**config.mk**
```make
export PLATFORM = sky130hd
export DESIGN_NAME = aedm_div
export DESIGN_NICKNAME = d
export VERILOG_FILES = /design/src/rtl/audio_echo_delay_mix_assert.svh /design/src/rtl/aedm_pkg.sv /design/src/rtl/aedm_div.sv
export SDC_FILE = /design/constraint.sdc
export NUM_CORES = 1
export LEC_CHECK = 0
export ABC_CLOCK_PERIOD_IN_PS = 3400
export BUFFER_PORTS_ARGS = -buffer_cell sky130_fd_sc_hd__buf_2
export CAP_MARGIN = 20
export CORE_MARGIN = 5
export CORE_UTILIZATION = 40
export DETAILED_ROUTE_END_ITERATION = 10
export GPL_TIMING_DRIVEN = 0
export PLACE_DENSITY = 0.62
export SYNTH_ARGS = -nofsm -noshare
export SYNTH_HDL_FRONTEND = slang
export SYNTH_SLANG_ARGS = --single-unit
```
**constraint.sdc**
```tcl
create_clock -name clk -period 3.4 [get_ports clk]
set_input_delay 0.34 -clock clk [delete_from_list [all_inputs] [get_ports clk]]
set_output_delay 0.34 -clock clk [all_outputs]
set_load 0.02 [all_outputs]
```
**src/rtl/audio_echo_delay_mix_assert.svh**
```systemverilog
// ----------------------------------------------------------------------------
// Assertion macros
// Concurrent assertion wrappers shared by the echo delay mix RTL.
// ----------------------------------------------------------------------------
`ifndef AUDIO_ECHO_DELAY_MIX_ASSERT_SVH
`define AUDIO_ECHO_DELAY_MIX_ASSERT_SVH

`ifndef ASSERT_OFF
`define AEDM_ASSERT(lbl, prop, msg) \
  lbl: assert property (@(posedge clk) disable iff (rst) prop) else $error(msg);
`define AEDM_ASSERT_ALWAYS(lbl, prop, msg) \
  lbl: assert property (@(posedge clk) prop) else $error(msg);
`else
`define AEDM_ASSERT(lbl, prop, msg)
`define AEDM_ASSERT_ALWAYS(lbl, prop, msg)
`endif

`endif

```
**src/rtl/aedm_pkg.sv**
```systemverilog
// ----------------------------------------------------------------------------
// aedm_pkg
// Shared widths, register codes and sequencer states of the echo delay mix.
// ----------------------------------------------------------------------------
`default_nettype none

package aedm_pkg;

  localparam int MAX_DELAY_DEF = 8192;
  localparam int SAMPLE_W      = 16;
  localparam int DELAY_W       = 14;
  localparam int DIVISOR_W     = 16;
  localparam int CFG_IDX_W     = 1;
  localparam int CFG_DATA_W    = 16;
  localparam int DIV_STEPS     = SAMPLE_W;
  localparam int DIV_CNT_W     = $clog2(DIV_STEPS);

  localparam logic [DELAY_W-1:0]   DELAY_RST   = 14'd8000;
  localparam logic [DIVISOR_W-1:0] DIVISOR_RST = 16'd4;

  typedef enum logic [CFG_IDX_W-1:0] {
    REG_ECHO_DELAY   = 1'b0,
    REG_ECHO_DIVISOR = 1'b1
  } cfg_reg_t;

  typedef enum logic [1:0] {
    ST_IDLE,
    ST_DIV,
    ST_WB
  } state_t;

endpackage

`default_nettype wire

```
**src/rtl/aedm_div.sv**
```systemverilog
// ----------------------------------------------------------------------------
// aedm_div
// Restoring unsigned divider, one quotient bit per cycle.
// ----------------------------------------------------------------------------
`default_nettype none

module aedm_div (
  input  logic                           clk,
  input  logic                           rst,
  input  logic                           start,
  input  logic [aedm_pkg::SAMPLE_W-1:0]  dividend,
  input  logic [aedm_pkg::DIVISOR_W-1:0] divisor,
  output logic                           busy,
  output logic                           done,
  output logic [aedm_pkg::SAMPLE_W-1:0]  quotient
);
  import aedm_pkg::*;

  logic [DIVISOR_W-1:0] rem;
  logic [DIVISOR_W-1:0] dvs;
  logic [SAMPLE_W-1:0]  quo;
  logic [DIV_CNT_W-1:0] cnt;
  logic                 running;
  logic [DIVISOR_W:0]   shifted;
  logic [DIVISOR_W:0]   diff;
  logic                 fits;

  assign shifted = {rem, quo[SAMPLE_W-1]};
  assign diff    = shifted - {1'b0, dvs};
  assign fits    = shifted >= {1'b0, dvs};

  always_ff @(posedge clk) begin
    if (rst) begin
      running <= 1'b0;
      done    <= 1'b0;
      cnt     <= '0;
    end else begin
      done <= 1'b0;
      if (start) begin
        running <= 1'b1;
        cnt     <= '0;
      end else if (running) begin
        cnt <= cnt + 1'b1;
        if (cnt == DIV_CNT_W'(DIV_STEPS - 1)) begin
          running <= 1'b0;
          done    <= 1'b1;
        end
      end
    end
  end

  always_ff @(posedge clk) begin
    if (start) begin
      rem <= '0;
      quo <= dividend;
      dvs <= divisor;
    end else if (running) begin
      rem <= fits ? diff[DIVISOR_W-1:0] : shifted[DIVISOR_W-1:0];
      quo <= {quo[SAMPLE_W-2:0], fits};
    end
  end

  assign busy     = running;
  assign quotient = quo;

endmodule

`default_nettype wire

```
==> results of run 1 <==
==> worst max-delay path, cell delays in order, from the launching register on <==
cell	delay, ns
edfxtp_1	0.34
inv_1	0.04
ha_1	0.25
buf_2	0.18
nand4_1	0.16
or4_1	0.55
and4_4	0.18
a31oi_4	0.32
buf_6	0.22
nor3_1	0.07
a311o_1	0.34
==> power by group through the flow <==
stage | Clock (W) | Combinational, W | Sequential [W]
CTS | 0.000471 | 0.000429 | 0.000780
detailed placement | 0 | 0.000427 | 0.000794
floorplan | 0 | 0.000285 | 0.000817
global route | 0.000498 | 0.000477 | 0.000786
finish | 0.000461 | 0.000429 | 0.000779
global placement | 0 | 0.000420 | 0.000792
==> layout by cell type (no fill, tap or decap), types with 7 or more instances in the layout <==
cell type	instances
nand2b_1	10
a211oi_1	9
nand3_1	10
edfxtp_1	32
mux2i_1	7
buf_2	56
clkbuf_1	9
ha_1	17
a21oi_1	20
o21ai_0	11
inv_1	23
mux2_2	17
nand2_1	14
dfxtp_1	22
nor2_1	31
==> sequential cells by signal (all words and copies together), names as in the netlist <==
register  cells
busy          1
cnt           4
done          1
dvs          16
quotient     16
rem          16
==> cell families (layout without fill, tap and decap cells) <==
kind of cell / after synthesis / count (layout)
adders and majority gates: 18 / 18
muxes: 24 / 24
DFF: 54 / 54
and+or+nand+nor: 88 / 88
xor gates and xnor gates: 10 / 10
buffers and inverters: 40 / 100
AOI/OAI and AO/OA: 77 / 77
==> cell type report <==
type / instances / area (um^2)
clock inverter: 3 / 47.5
fill: 761 / 4030
buffer: 16 / 77.6
timing repair buffer: 52 / 260
tap: 102 / 128
multi-input combinational: 217 / 1550
clock buffer: 5 / 68.8
sequential: 54 / 1400
inverter: 24 / 90.1
==> worst min path at each step <==
stage / from / endpoint / slack (ns) / depth (start not counted)
4_1_cts: rst / busy$_SDFF_PP0_ / 0.17 / 2
5_1_grt: rst / busy$_SDFF_PP0_ / 0.17 / 2
3_3_place_gp: rem[15]$_SDFFE_PP0P_ / rem[15]$_SDFFE_PP0P_ / 0.48 / 2
6_report: rst / busy$_SDFF_PP0_ / 0.17 / 2
2_1_floorplan: rst / busy$_SDFF_PP0_ / 0.41 / 1
3_5_place_dp: rem[15]$_SDFFE_PP0P_ / rem[15]$_SDFFE_PP0P_ / 0.48 / 2
==> stage by stage <==
stage	hold WS [ns]	worst slack (ns)	instance area [um^2]
floorplan	0.412	1.00	3120
global placement	0.476	0.699	3500
detailed placement	0.481	0.670	3500
CTS	0.171	0.635	3620
global route	0.173	0.488	3620
finish	0.175	0.627	3620
==> metal layers <==
layer | up-vias | track usage, % | part of all wire [%]
li1 | 1260 | - | -
met1 | 1183 | 20.2 | 46
met2 | 49 | 25.5 | 48
met3 | 11 | 2.43 | 3.5
met4 | 0 | 5.46 | 2.0
met5 | - | 0 | 0
==> run summary, run 1 <==
STA
* **highest achievable clock rate** 0.361 GHz
* **Final Skew** 0.00553 ns
* **Final Setup Violations** 0
* **worst-margin pin slew** 0.652 ns
* **post-layout minimum cycle time** 2.77 ns
* **setup total negative slack** 0 ns
* **Pins Over Slew Limit** 0
* **Final period util** 81.6%
* **RSZ-0062 raised after global routing** no
* **number of endpoints with negative hold slack in the final report** 0
* **remaining max-slew budget at the tightest pin** 56.1%

CTS
* **CTS HTree Levels** 2
* **TritonCTS clock tree** done
* **cell at the root of the clock tree** clkbuf_8
* **TritonCTS Buffers** 5
* **maximum number of buffers from clock root to sink** 2
* **number of sinks driven by the clock tree** 54
* **clock slew at reported path FFs** 0.10 ns
* **insertion delay of the later-clocked pin in the worst-skew pair** 0.32 ns
* **number of setup buffers added after CTS** 0
* **post_cts resized** 0
* **count of hold-fix buffers inserted at cts** 0

Logic synthesis
* **dominant combinational cell family by area after synthesis** compound AO/OA/AOI/OAI gates
* **largest area contributor in the synthesized netlist** edfxtp_1
* **syn_nets** 364
* **total number of yosys warnings** 0
* **post-synthesis share of cell area spent on full adders, half adders and majority gates** 7.47%
* **Most used DFF post-synth** edfxtp_1
* **biggest area contributors in the synthesized netlist** edfxtp_1, dfxtp_1, ha_1
* **most frequent cell after synthesis** edfxtp_1
* **part of the Yosys area used for sequential elements** 45.0%
* **number of enable-type register cells in the synthesized netlist** 32
* **Commonest cells post-synth** edfxtp_1, nor2_1, inv_1
* **post-synthesis instance area** 3120 um^2
* **Post-Synth XOR/XNOR Area** 2.81%
* **Netlist cell types** 54
* **share of Yosys cell area claimed by the top area cell type** 30.8%
* **multiplexer share of the synthesized area** 8.39%
* **Gate Count Post-Synth** 311
* **simple-gate area share of the yosys netlist** 13.9%
* **Post-Synthesis Mean Instance Area** 10.0 um^2
* **complex-gate fraction of the synthesized area** 17.1%
* **share of flip-flops with an asynchronous set or reset** 0%
* **count of state elements after synthesis** 54

Worst setup path
* **critical path data required time** 3.61 ns
* **CP Launch Point** dvs[9]$_DFFE_PP_
* **crit path DAT** 2.98 ns
* **startpoint of the most critical register-to-register path** dvs[9]$_DFFE_PP_
* **length in cells of the worst reg-to-reg path** 10
* **Worst Setup EP** rem[14]$_SDFFE_PP0P_
* **R2R Path End** rem[14]$_SDFFE_PP0P_
* **setup slack, reg-to-reg** 0.63 ns
* **Setup Crit Path Kind** reg -> reg
* **maximum fanout count along the critical path** 10
* **CP Capture Type** flop
* **Startpoint Class** flop

Power and ir drop
* **fraction of power spent switching nets** 30.7%
* **total internal power** 0.00116 W
* **Logic pwr share** 25.7%
* **net switching power figure** 0.000513 W
* **Total Power Consumption** 0.00167 W
* **clock group share of total power** 27.6%
* **Peak supply drop** 0.000242 V
* **leakage power summed over all cells** 1.50 nW
* **Flop pwr share** 46.7%
* **total power per unit cell area** 461 nW/um^2

Floorplan
* **initial standard-cell utilization of the core** 40.8%
* **die outline width** 98.3 um
* **full die area** 9660 um^2
* **I/O pin total** 53
* **standard-cell row count** 32
* **CORE AREA** 7650 um^2
* **Die H** 98.3 um

Drt
* **via count** 2503
* **routed wire length** 7.31 mm
* **final routed wire length divided by cell count** 15.5 um
* **Pre-Repair DR Iteration Count** 4
* **Vias per Instance** 5.29
* **DRC errors left** 0
* **Initial DRC Count** 168
* **antenna viol nets, final** 0

Flow run
* **Maximum Capacitance Violations** 0

Cells and area
* **post-route non-filler standard cell count** 473
* **fraction of final layout cells with drive strength greater than 1** 23.2%
* **synth-to-layout area growth** 16.2%
* **fin nets** 423
* **number of inserted diodes** 0
* **core occupancy in the finished layout** 47.3%

Run status
* **outcome** finished, final reports clean

Min path
* **path class of the lowest-slack min-delay path** in -> reg

Placed design
* **Port-buffer cells** 52
* **HPWL after DPL** 5.34 mm
* **placed instance count** 465
* **Final Wtd Congestion** 0.867

GRT
* **largest net degree at the start of global routing** 19
* **global-route wire length before repair** 12.0 mm
* **global-route usage over all layers** 15.3%
* **antenna violations before repair** 0
* **via count of the first global-routing pass** 2518
* **remaining global-route overflow** 0

Power figures use the tool's default switching activity.
==> run 2, diff against run 1 <==
- ABC_CLOCK_PERIOD_IN_PS: 3400 -> 2750
- clock period: 3.4 -> 2.75 ns (I/O delays scaled with it)
==> run 2 against run 1 <==
Against the previous run: die area is the same; register-to-register slack lost 0.50 ns; sequential power grew 24%; clock power grew 23%; via count is essentially flat; critical path depth is the same.
==> run summary, run 2 (synthesized netlist as in run 1, its figures left out) <==
Floorplan
* **standard-cell row count** 32
* **full die area** 9660 um^2
* **I/O pin total** 53
* **Die H** 98.3 um
* **initial standard-cell utilization of the core** 40.8%
* **die outline width** 98.3 um
* **CORE AREA** 7650 um^2

CTS
* **clock slew at reported path FFs** 0.10 ns
* **number of sinks driven by the clock tree** 54
* **maximum number of buffers from clock root to sink** 2
* **TritonCTS Buffers** 5
* **insertion delay of the later-clocked pin in the worst-skew pair** 0.32 ns
* **CTS HTree Levels** 2
* **cell at the root of the clock tree** clkbuf_8
* **TritonCTS clock tree** done

Placed design
* **placed instance count** 465
* **HPWL after DPL** 5.34 mm
* **Final Wtd Congestion** 0.867
* **Port-buffer cells** 52

Drt
* **DRC errors left** 0
* **final routed wire length divided by cell count** 15.8 um
* **Pre-Repair DR Iteration Count** 5
* **antenna viol nets, final** 0
* **routed wire length** 7.50 mm
* **Initial DRC Count** 163
* **via count** 2505
* **Vias per Instance** 5.28

GRT
* **global-route usage over all layers** 15.4%
* **largest net degree at the start of global routing** 19
* **via count of the first global-routing pass** 2516
* **remaining global-route overflow** 0
* **antenna violations before repair** 0
* **global-route wire length before repair** 12.0 mm

Worst setup path
* **CP Capture Type** flop
* **Startpoint Class** flop
* **critical path data required time** 2.96 ns
* **startpoint of the most critical register-to-register path** dvs[10]$_DFFE_PP_
* **Setup Crit Path Kind** reg -> reg
* **maximum fanout count along the critical path** 9
* **crit path DAT** 2.83 ns
* **length in cells of the worst reg-to-reg path** 10
* **R2R Path End** rem[14]$_SDFFE_PP0P_
* **setup slack, reg-to-reg** 0.13 ns

STA
* **Final Setup Violations** 0
* **worst-margin pin slew** 0.686 ns
* **remaining max-slew budget at the tightest pin** 54.3%
* **post-layout minimum cycle time** 2.62 ns
* **number of endpoints with negative hold slack in the final report** 0
* **Pins Over Slew Limit** 0
* **Final period util** 95.2%
* **highest achievable clock rate** 0.382 GHz
* **RSZ-0062 raised after global routing** yes
* **Final Skew** 0.00493 ns

Cells and area
* **fill cell total of the finished layout** 752
* **number of inserted diodes** 0
* **area occupied by registers** 1400 um^2
* **commonest cells after routing, fill and taps aside** buf_2, edfxtp_1, nor2_1, inv_1, dfxtp_1
* **post-route non-filler standard cell count** 474
* **fraction of final layout cells with drive strength greater than 1** 25.0%
* **synth-to-layout area growth** 18.3%
* **multi-input logic area** 1570 um^2
* **most frequent standard cell in the layout excluding fill and tap cells** buf_2
* **fin nets** 424

Power and ir drop
* **total power per unit cell area** 568 nW/um^2
* **Total Power Consumption** 0.00209 W
* **Peak supply drop** 0.000301 V
* **leakage power summed over all cells** 1.51 nW

Min path
* **min-delay src** rst
* **path class of the lowest-slack min-delay path** in -> reg
* **end of the worst hold path** busy$_SDFF_PP0_
* **WHS Path Cells** 2

Run status
* **outcome** finished, final reports clean

Flow run
* **Maximum Capacitance Violations** 0

run 2: changes by cell type in the layout (fill, tap and decap cells not counted), moves of 2 or more:
cell	previous run	this run
buf_4	1	3
ha_2	0	2
ha_1	17	15
buf_2	56	52
clkbuf_4	0	2
a211oi_1	9	7
a211oi_2	0	2
run 2: what timing repair did:
| action | in CTS | in global routing |
|---|---|---|
| gates cloned | 0 | 1 |
| gates resized for setup | 0 | 14 |
| setup buffers | 0 | 1 |
| pin swaps | 1 | 3 |
| hold buffers | 0 | 0 |
| setup endpoints to repair | 1 | 15 |
run 2: power by group:
group / total [W] / internal [W] / switching, W
clock: 0.000569 / 0.000278 / 0.000291
combinational: 0.000561 / 0.000240 / 0.000321
sequential: 0.000964 / 0.000930 / 0.0000335
total: 0.00209 / 0.00145 / 0.000645
run 2: worst max-delay path by stage:
stage / start / endpoint / slack [ns] / depth (start not counted)
after CTS: dvs[9]$_DFFE_PP_ / rem[14]$_SDFFE_PP0P_ / 0.005 / 10
after global routing: dvs[6]$_DFFE_PP_ / rem[0]$_SDFFE_PP0P_ / -0.0009 / 9
after floorplan: dvs[9]$_DFFE_PP_ / rem[14]$_SDFFE_PP0P_ / 0.35 / 10
after detailed placement: dvs[9]$_DFFE_PP_ / rem[14]$_SDFFE_PP0P_ / 0.02 / 10
final: dvs[10]$_DFFE_PP_ / rem[14]$_SDFFE_PP0P_ / 0.13 / 10
after global placement: dvs[9]$_DFFE_PP_ / rem[14]$_SDFFE_PP0P_ / 0.05 / 10
run 2: layout make-up:
class | instances | area share, %
multi-input cells | 217 | 42.5
flip-flops and latches | 54 | 38.0
repair buffers | 54 | 7.94
well taps | 102 | 3.46
plain buffers | 15 | 2.48
inverters | 24 | 2.44
clock buffers | 5 | 1.87
clock inverters | 3 | 1.29
run 2: metrics by stage:
stage	setup TNS [ns]	hold WS [ns]	worst slack, ns	util (%)	instance area (um^2)
6_report	0	0.113	0.132	48.2	3690
5_1_grt	-0.000937	0.108	-0.000937	48.2	3690
4_1_cts	0	0.106	0.00457	47.3	3620
3_5_place_dp	0	0.452	0.0197	45.8	3500
3_3_place_gp	0	0.444	0.0490	45.8	3500
2_1_floorplan	0	0.347	0.350	-	3120
run 2: critical path: stages, from the launching register on:
cell      delay, ns
edfxtp_1       0.34
inv_1          0.04
ha_1           0.26
clkbuf_4       0.18
nand4_1        0.11
or4_1          0.52
and4_4         0.18
a31oi_4        0.31
buf_8          0.18
nor3_1         0.06
a311o_1        0.34
run 2: routing by layer:
| layer | global-route usage (%) | share of wire (%) | vias to the layer above |
|---|---|---|---|
| met5 | 0 | 0 | - |
| met4 | 5.46 | 2.5 | 0 |
| met3 | 2.43 | 4.0 | 12 |
| met2 | 25.5 | 49 | 52 |
| met1 | 20.3 | 45 | 1180 |
| li1 | - | - | 1261 |
==> run 3, diff against run 2 <==
--- a/config.mk
+++ b/config.mk
@@ -7,3 +7,3 @@
 export LEC_CHECK = 0
-export ABC_CLOCK_PERIOD_IN_PS = 2750
+export ABC_CLOCK_PERIOD_IN_PS = 2930
 export BUFFER_PORTS_ARGS = -buffer_cell sky130_fd_sc_hd__buf_2
@@ -18 +18,2 @@
 export SYNTH_SLANG_ARGS = --single-unit
+export TNS_END_PERCENT = 20
==> constraint.sdc (replaced) <==
create_clock -name clk -period 2.93 [get_ports clk]
set_input_delay 0.293 -clock clk [delete_from_list [all_inputs] [get_ports clk]]
set_output_delay 0.293 -clock clk [all_outputs]
set_load 0.1 [all_outputs]
==> run 3 against run 2 <==
Against the previous run: clock power is 11% lower; clock skew grew 0.00092 ns; clock-buffer cell count up 1; non-clock buffer count decreased by 1; worst setup slack improved by 0.039 ns; final cell count decreased by 0.21%; utilization fell by 0.80 points; global-route usage shrank 0.19 points; critical path type unchanged; largest power group unchanged.
==> run summary, run 3 (synthesized netlist as in run 1, its figures left out) <==
Worst setup path
* **setup slack, reg-to-reg** 0.17 ns
* **critical path data required time** 3.14 ns
* **Setup Crit Path Kind** reg -> reg
* **CP Launch Point** dvs[9]$_DFFE_PP_
* **maximum fanout count along the critical path** 10
* **length in cells of the worst reg-to-reg path** 10
* **Startpoint Class** flop
* **CP Capture Type** flop
* **R2R Path End** rem[14]$_SDFFE_PP0P_
* **crit path DAT** 2.97 ns
* **startpoint of the most critical register-to-register path** dvs[9]$_DFFE_PP_

Power and ir drop
* **Peak supply drop** 0.000260 V
* **total power per unit cell area** 569 nW/um^2
* **leakage power summed over all cells** 1.49 nW
* **Total Power Consumption** 0.00206 W

Floorplan
* **I/O pin total** 53
* **CORE AREA** 7650 um^2
* **initial standard-cell utilization of the core** 40.8%
* **standard-cell row count** 32
* **Die H** 98.3 um
* **full die area** 9660 um^2
* **die outline width** 98.3 um

Drt
* **Pre-Repair DR Iteration Count** 4
* **final routed wire length divided by cell count** 15.1 um
* **routed wire length** 7.15 mm
* **Initial DRC Count** 127
* **Vias per Instance** 5.28
* **DRC errors left** 0
* **via count** 2496
* **antenna viol nets, final** 0

Placed design
* **HPWL after DPL** 5.25 mm
* **Final Wtd Congestion** 0.853
* **placed instance count** 465
* **Port-buffer cells** 52

Cells and area
* **commonest cells after routing, fill and taps aside** buf_2, edfxtp_1, nor2_1, inv_1, dfxtp_1
* **synth-to-layout area growth** 16.3%
* **number of inserted diodes** 0
* **most frequent standard cell in the layout excluding fill and tap cells** buf_2
* **fin nets** 423
* **fraction of final layout cells with drive strength greater than 1** 23.5%
* **post-route non-filler standard cell count** 473

STA
* **Final period util** 94.2%
* **worst-margin pin slew** 0.653 ns
* **post-layout minimum cycle time** 2.76 ns
* **setup total negative slack** 0 ns
* **Final Setup Violations** 0
* **RSZ-0062 raised after global routing** no
* **highest achievable clock rate** 0.362 GHz
* **remaining max-slew budget at the tightest pin** 56.4%
* **Pins Over Slew Limit** 0
* **final hold slack** 0.142 ns
* **Final Skew** 0.00584 ns
* **number of endpoints with negative hold slack in the final report** 0

GRT
* **antenna violations before repair** 0
* **remaining global-route overflow** 0
* **global-route wire length before repair** 11.9 mm
* **largest net degree at the start of global routing** 18
* **global-route usage over all layers** 15.2%
* **via count of the first global-routing pass** 2467

Min path
* **end of the worst hold path** busy$_SDFF_PP0_
* **min-delay src** rst
* **path class of the lowest-slack min-delay path** in -> reg
* **WHS Path Cells** 2

CTS
* **clock slew at reported path FFs** 0.10 ns
* **insertion delay of the later-clocked pin in the worst-skew pair** 0.31 ns
* **count of hold-fix buffers inserted at cts** 0
* **CTS HTree Levels** 2
* **TritonCTS Buffers** 5
* **number of sinks driven by the clock tree** 54
* **TritonCTS clock tree** done
* **maximum number of buffers from clock root to sink** 2
* **cell at the root of the clock tree** clkbuf_8

Run status
* **outcome** finished, final reports clean

Flow run
* **Maximum Capacitance Violations** 0

[run 3: cell types whose count changed in the layout (fill, tap and decap cells not counted), sizes merged]
| cell | before | now |
|---|---|---|
| inv | 25 | 23 |
| buf | 57 | 58 |
| clkinv | 1 | 2 |
| clkbuf | 17 | 16 |
[run 3: per-stage QoR]
stage,utilization (%),instance area [um^2],setup slack [ns]
floorplan,-,3120,0.0441
global placement,45.9,3510,0.228
detailed placement,45.9,3510,0.156
CTS,47.3,3620,0.157
global route,47.4,3620,0.00514
finish,47.4,3620,0.171
[run 3: how the worst max path moves through the flow]
stage	end	slack, ns	cells past startpoint
floorplan	rem[14]$_SDFFE_PP0P_	0.04	9
global placement	rem[14]$_SDFFE_PP0P_	0.23	10
detailed placement	rem[10]$_SDFFE_PP0P_	0.16	10
CTS	rem[10]$_SDFFE_PP0P_	0.16	10
global route	rem[11]$_SDFFE_PP0P_	0.005	10
finish	rem[14]$_SDFFE_PP0P_	0.17	10
[run 3: power breakdown]
| part | internal (W) | leakage [nW] | total [W] | switching [W] |
|---|---|---|---|---|
| sequential | 0.000873 | 0.498 | 0.000904 | 0.0000314 |
| clock | 0.000257 | 0.0554 | 0.000508 | 0.000251 |
| combinational | 0.000207 | 0.938 | 0.000648 | 0.000442 |
| total | 0.00134 | 1.49 | 0.00206 | 0.000724 |
[run 3: final cells by class]
type | count | area, um^2
fillers | 723 | 4020
multi-input cells | 217 | 1560
flip-flops and latches | 54 | 1400
repair buffers | 52 | 260
well taps | 102 | 128
inverters | 24 | 90.1
plain buffers | 16 | 77.6
clock buffers | 6 | 72.6
clock inverters | 2 | 38.8
[run 3: critical path: stages, from the launching register on]
cell and delay (ns):
edfxtp_1 0.34, inv_1 0.05, ha_1 0.26, buf_2 0.18
nand4_1 0.16, or4_1 0.56, and4_4 0.18, a31oi_4 0.32
buf_6 0.22, nor3_1 0.07, a311o_1 0.32
[run 3: per-layer routing]
metal	vias to the layer above	part of all wire, %	track usage, %
met5	-	0	0
met1	1169	47	20.5
li1	1259	-	-
met4	0	1.6	4.52
met3	12	3.2	2.57
met2	56	48	25.0
[run 3: timing repair]
action,4_1_cts,5_1_grt
setup endpoints to repair,0,2
buffers inserted,0,0
resized for setup,0,1
